File: src/sv/ssp_delay.sv
// Enable-gated delay line that carries side data next to the dividers.
// No dependencies.
module ssp_delay #(
  parameter int W = 32,
  parameter int D = 19
) (
  input  logic         clk,
  input  logic         en,
  input  logic [W-1:0] din,
  output logic [W-1:0] dout
);

  logic [W-1:0] sr [D];

  always_ff @(posedge clk) begin
    if (en) begin
      sr[0] <= din;
      for (int k = 1; k < D; k++) begin
        sr[k] <= sr[k-1];
      end
    end
  end

  assign dout = sr[D-1];

endmodule

File: config.mk
export PLATFORM = sky130hd
export DESIGN_NAME = ssp_delay
export DESIGN_NICKNAME = d
export VERILOG_FILES = /design/src/sv/ssp_delay.sv
export SDC_FILE = /design/constraint.sdc
export NUM_CORES = 1
export LEC_CHECK = 0
export BUFFER_PORTS_ARGS = -buffer_cell sky130_fd_sc_hd__buf_2
export CORE_MARGIN = 8
export CORE_UTILIZATION = 38
export CTS_CLUSTER_SIZE = 28
export DETAILED_ROUTE_END_ITERATION = 16
export PLACE_DENSITY = 0.63
export SETUP_SLACK_MARGIN = 0.15
export SYNTH_ARGS = -nofsm -noshare
export SYNTH_HDL_FRONTEND = slang
export SYNTH_SLANG_ARGS = --single-unit
File: constraint.sdc
create_clock -name clk -period 0.9 [get_ports clk]
set_clock_uncertainty 0.15 [all_clocks]
set_input_delay 0.045 -clock clk [delete_from_list [all_inputs] [get_ports clk]]
set_output_delay 0.045 -clock clk [all_outputs]
set_load 0.005 [all_outputs]
### Word-level counts from Yosys, hierarchy flattened

Memory sizes are Yosys's and may differ from the RTL's.
Index checks and enable logic that the tools add are counted.

| storage, ports and cells | value |
|---|---|
| bits in registers | 0 |
| logic and storage cells | 3 |
| memories kept | 1 |
| memory bits (writable) | 608 |

| cells by class | value |
|---|---|
| mux-type cells | 2 |

Memories:

| name | words | bits a word | read ports | clocked after memory_dff | write ports | line | RTL |
|---|---|---|---|---|---|---|---|
| sr | 19 | 32 | 19 | 0 | 19 | 13 | `logic [W-1:0] sr [D];` |

Operators by type and width:

| kind | count |
|---|---|
| $mux 1 | 2 |

### Longest topological paths before layout

Gate-level depths: netlist (run 1).

| depth | value |
|---|---|
| depth after elaboration | 2 |
| depth in mapped cells | 0 |
| depth with buffers taken out | 0 |

### Least setup slack after synthesis (run 1)

Ideal clock, no wire load.

| path | value |
|---|---|
| kind | reg-to-reg |
| start point | mem sr[9][0] |
| end point | mem sr[10][0], data pin |
| setup slack | 0.161 ns |
| arrival time | 0.323 ns |
| stages on the path, launching flop included | 1 |
| required time | 0.484 ns |
| period minus slack after synthesis | 0.739 ns |
| library setup time | 0.266 ns |
| cells stage by stage | edfxtp_1 |

RTL lines:

| what | line |
|---|---|
| from (decl) | 13 |

==> flow_summary.toml, run 1 <==
[run_status]
outcome = "complete, but fails checks"
violations = "hold timing, setup timing"

[yosys]
synth_area_leaders = "edfxtp_1"
synth_fp_nets = 642
synth_top_area_cell = "edfxtp_1"
netlist_instances = 608
synth_area_um2 = 18300
yosysMostFrequentCell = "edfxtp_1"
synth-main-ff-cell = "edfxtp_1"
synth-seq-cells = 608
yosysTopAreaCellShare = 1.00
synthSimpleGateAreaFrac = 0
async_flop_share = 0
synth-xor-area-share = 0
ys_types = 1
synth-adder-area-share = 0
synth.yosys.seq_area_share = 1.00
yosys_warnings = 0
avgSynthCellArea_um2 = 30.0
synth.area.mux_share = 0
synth_compound_area_frac = 0
synth_edf_count = 608
yosys-top-cells-count = "edfxtp_1"

[die]
die_area_um2 = 55300
fp.coreArea_um2 = 47500
die_h_um = 235
fp.dieW_um = 235
ioPinCount = 66
initial_core_util = 0.384
rows = 80

[worst_setup_path]
worstSetupPathType = "reg -> out"
crit_cells = 1
critical_path.max_stage_delay_ns = 0.43
critPathSlowestCell = "edfxtp_1"
crit_start = "sr[18][30]"
critical_path.top_delay_family = "flip-flops"
crit_buf_inv = 1
cp-end-kind = "output pin"
worstPathCellList = "buf_2"
cp.arrival_ns = 1.17
r2r-start = "sr[11][3]"
rr_worst_depth = 0
start_kind = "flip-flop"
r2r_slack_ns = 0.07
crit_fanout = 1
required_ns = 0.70

[pwr]
power_density_nw_per_um2 = 2590
vdd_drop_max_mv = 1.39
p_leak_nw = 7.66

[place]
dp_slack_ns = -0.196
gp_congestion = 0.645
io_buffers = 65
detailedPlacementHpwl_um = 10700

[timing]
whs_ns = -0.206
drv_slew = 0
relSlewSlack = 0.783
fin_crit_sh = 1.52
fmax_mhz = 732
worst_slack_ns = -0.465
finalSetupViolations = 32
tightest_slew_ns = 0.326
grt_setup_unrepaired = "yes"
setup_tns_ns = -12.23
min_period_ns = 1.37
hold_viol = 603

[cts]
cts_max_path_buffers = 3
cts_tree = "done"
cts_setup_buffers = 0
ctsHtreeMaxLevel = 2
cts-root-buf = "clkbuf_16"
clk_pin_slew_ns = 0.06
hold_buffers = 32
numCtsBuffers = 58
clkLatencyLatePin_ns = 0.59
clock-sinks = 608
ctsResizeCount = 0

[global_routing]
grt_start_max_net_pins = 67
grt_overflow = 0
first_global_vias = 6468
gr-usage-all-layers = 0.0712
antenna_found_initial = 0
grt_pass1_wl_um = 32400

[routing]
viasPerCell = 4.11
first_iter_violations = 434
vias = 6129
drt_first_pass_iters = 4
drt-total-wl_um = 19500
drc = 0
final_antenna_net_count = 0
avgRoutedWirePerCell_um = 13.1

[finish]
final_layout_size_suffix_gt1_frac = 0.245
multi_input_area_um2 = 0
area_delta_synth_final_pct = 22.0
antenna_cells = 0
top_register = "sr"
reg_top3 = "sr: 608 flops"
largest_reg_flops = 608
finalNetCount = 869
multi_input_gates = 0

[hold_path]
holdPathStages = 2
min_path_type = "in -> reg"
hp-start = "en"

[run]
cap_violations = 0
## cells by family (layout without fill, tap and decap cells)
family,after synthesis,in the layout
buf+inv,0,270
flops,608,608
## power breakdown
group	leakage, nW	switching [W]	internal, W
registers	5.95	0.000372	0.0330
logic	0.812	0.000633	0.000496
clock network	0.899	0.00951	0.0137
total	7.66	0.0105	0.0472
## routing by layer
metal  up-vias  share of wire  wire [um]  GRT usage
met4         0          0.039        756     0.0398
met5         -              0          0          0
met3        61          0.054       1060     0.0245
met2       106           0.47       9110      0.110
met1      3000           0.44       8580     0.0868
li1       2962              -          -          -
## worst paths after layout
kind,endpoint
setup / recovery,dout[30]
hold / removal,sr[1][29]
hold reg to reg,sr[3][17]
setup reg to reg,sr[12][3]
## metrics by stage
| stage | utilization | cells | power (W) | area (um2) |
|---|---|---|---|---|
| after floorplan | - | 608 | 0.0339 | 18300 |
| after global placement | 0.423 | 1358 | 0.0349 | 20100 |
| after detailed placement | 0.423 | 1358 | 0.0351 | 20100 |
| after CTS | 0.469 | 1493 | 0.0587 | 22300 |
| after global routing | 0.469 | 1493 | 0.0599 | 22300 |
| final | 0.469 | 1493 | 0.0577 | 22300 |
## cell usage in the layout (no fill, tap or decap)
master and count:
clkinvlp_4 3, edfxtp_1 608, clkinv_4 1, bufinv_16 5
clkinv_1 14, clkbuf_16 61, dlygate4sd3_1 32, clkinv_2 10
buf_8 1, buf_4 52, buf_12 18, clkbuf_1 9
buf_2 64
## timing repair
action | in CTS | in global routing
cloned | 0 | 0
endpoints found under the hold margin | 640 | 619
setup endpoints to repair | 595 | 608
## layout make-up
| class | count | area [um2] |
|---|---|---|
| well taps | 615 | 769 |
| clock inverters | 33 | 284 |
| flip-flops and latches | 608 | 18300 |
| clock buffers | 70 | 1560 |
| repair buffers | 167 | 1410 |
| fillers | 3829 | 25300 |
No activity file was read; power rests on OpenSTA's default activity.
==> run 2: changes to the inputs <==
--- a/config.mk
+++ b/config.mk
@@ -10,6 +10,7 @@
 export CORE_UTILIZATION = 38
 export CTS_CLUSTER_SIZE = 28
 export DETAILED_ROUTE_END_ITERATION = 16
+export MAX_ROUTING_LAYER = met4
 export PLACE_DENSITY = 0.63
 export SETUP_SLACK_MARGIN = 0.15
 export SYNTH_ARGS = -nofsm -noshare
==> run 2 against run 1 <==
Compared with the run above: the flow still finishes with violations (hold timing, setup timing); global-route usage up 0.20 points; sequential share of layout area unchanged; clock power about the same; cell area unchanged; die area unchanged; critical path depth unchanged; sequential power about the same; clock-buffer cell count unchanged; cell count unchanged; worst setup slack better by 0.0016 ns; critical path type unchanged; largest power group unchanged; highest routed layer unchanged.
==> flow_summary.toml, run 2 (synthesis gave the netlist of run 1 again) <==
[cts]
numCtsBuffers = 58
cts_setup_buffers = 0
hold_buffers = 32
cts_max_path_buffers = 3
cts-root-buf = "clkbuf_16"
ctsHtreeMaxLevel = 2
clock-sinks = 608
cts_tree = "done"
clk_pin_slew_ns = 0.06
clkLatencyLatePin_ns = 0.59
ctsResizeCount = 0

[worst_setup_path]
cp.arrival_ns = 1.17
critPathSlowestCell = "edfxtp_1"
start_kind = "flip-flop"
critical_path.max_stage_delay_ns = 0.43
crit_buf_inv = 1
required_ns = 0.70
critical_path.top_delay_family = "flip-flops"
worstPathCellList = "buf_2"
crit_fanout = 1
cp-end-kind = "output pin"
worstSetupPathType = "reg -> out"

[run_status]
violations = "hold timing, setup timing"
outcome = "complete, but fails checks"

[pwr]
p_total_w = 0.0577
switching_share = 0.182
p_seq_frac = 0.579
power_switching_w = 0.0105
p_leak_nw = 7.66
power_density_nw_per_um2 = 2590
clock_power_share = 0.401
p_comb_frac = 0.020
vdd_drop_max_mv = 1.38
power.internal_w = 0.0472

[global_routing]
grt_start_max_net_pins = 67
grt_overflow = 0
antenna_found_initial = 0
first_global_vias = 6456
gr-usage-all-layers = 0.0732
grt_pass1_wl_um = 32300

[finish]
largest_reg_flops = 608
final_cell_mix = "edfxtp_1, buf_2, clkbuf_16, buf_4, dlygate4sd3_1"
multi_input_area_um2 = 0
final_layout_size_suffix_gt1_frac = 0.245
reg_top3 = "sr: 608 flops"
finalNetCount = 869
top_register = "sr"
final_common_cell = "edfxtp_1"
area_delta_synth_final_pct = 22.0
multi_input_gates = 0
antenna_cells = 0

[timing]
fmax_mhz = 733
drv_slew = 0
whs_ns = -0.206
fin_crit_sh = 1.52
hold_viol = 602
min_period_ns = 1.36
grt_setup_unrepaired = "yes"
setup_tns_ns = -12.20
relSlewSlack = 0.781
finalSetupViolations = 32
worst_slack_ns = -0.464
tightest_slew_ns = 0.329

[die]
die_h_um = 235
die_area_um2 = 55300
fp.coreArea_um2 = 47500
initial_core_util = 0.384
fp.dieW_um = 235
rows = 80
ioPinCount = 66

[place]
io_buffers = 65
detailedPlacementHpwl_um = 10700
dp_slack_ns = -0.196
gp_congestion = 0.651

[routing]
final_antenna_net_count = 0
viasPerCell = 4.11
avgRoutedWirePerCell_um = 13.0
drt_first_pass_iters = 4
vias = 6137
first_iter_violations = 432
drc = 0
drt-total-wl_um = 19400

[hold_path]
min_path_type = "in -> reg"

[run]
cap_violations = 0
==> run 2: power groups by stage <==
stage / combinational [W] / clock (W) / sequential [W]
finish: 0.00113 / 0.0231 / 0.0334
floorplan: 0 / 0 / 0.0339
global route: 0.00125 / 0.0251 / 0.0335
CTS: 0.00116 / 0.0241 / 0.0334
detailed placement: 0.00106 / 0 / 0.0340
global placement: 0.00101 / 0 / 0.0339
==> run 2: path summary, 6_finish.rpt <==
check	from	to	slack, ns	cells after the start
worst min register to register	sr[9][21]	sr[10][21]	0.26	0
worst max register to register	sr[11][3]	sr[12][3]	0.07	0
worst min-delay path	en	sr[0][24]	-0.21	2
worst max-delay path	sr[18][30]	dout[30]	-0.46	1
==> run 2: cell type report <==
cell class / count / area [um2]
clock inverter: 33 / 284
fill: 3829 / 25300
sequential: 608 / 18300
timing repair buffer: 167 / 1410
clock buffer: 70 / 1560
tap: 615 / 769
==> run 2: stage by stage <==
stage               instances   util  instance area [um2]
floorplan                 608      -                18300
global placement         1358  0.423                20100
detailed placement       1358  0.423                20100
CTS                      1493  0.469                22300
global route             1493  0.469                22300
finish                   1493  0.469                22300
==> run 2: metal layers <==
layer | up-vias | GRT usage | share of wire
li1 | 2963 | - | -
met1 | 3008 | 0.0868 | 0.44
met2 | 104 | 0.111 | 0.47
met3 | 62 | 0.0236 | 0.051
met4 | 0 | 0.0398 | 0.039
met5 | - | - | 0
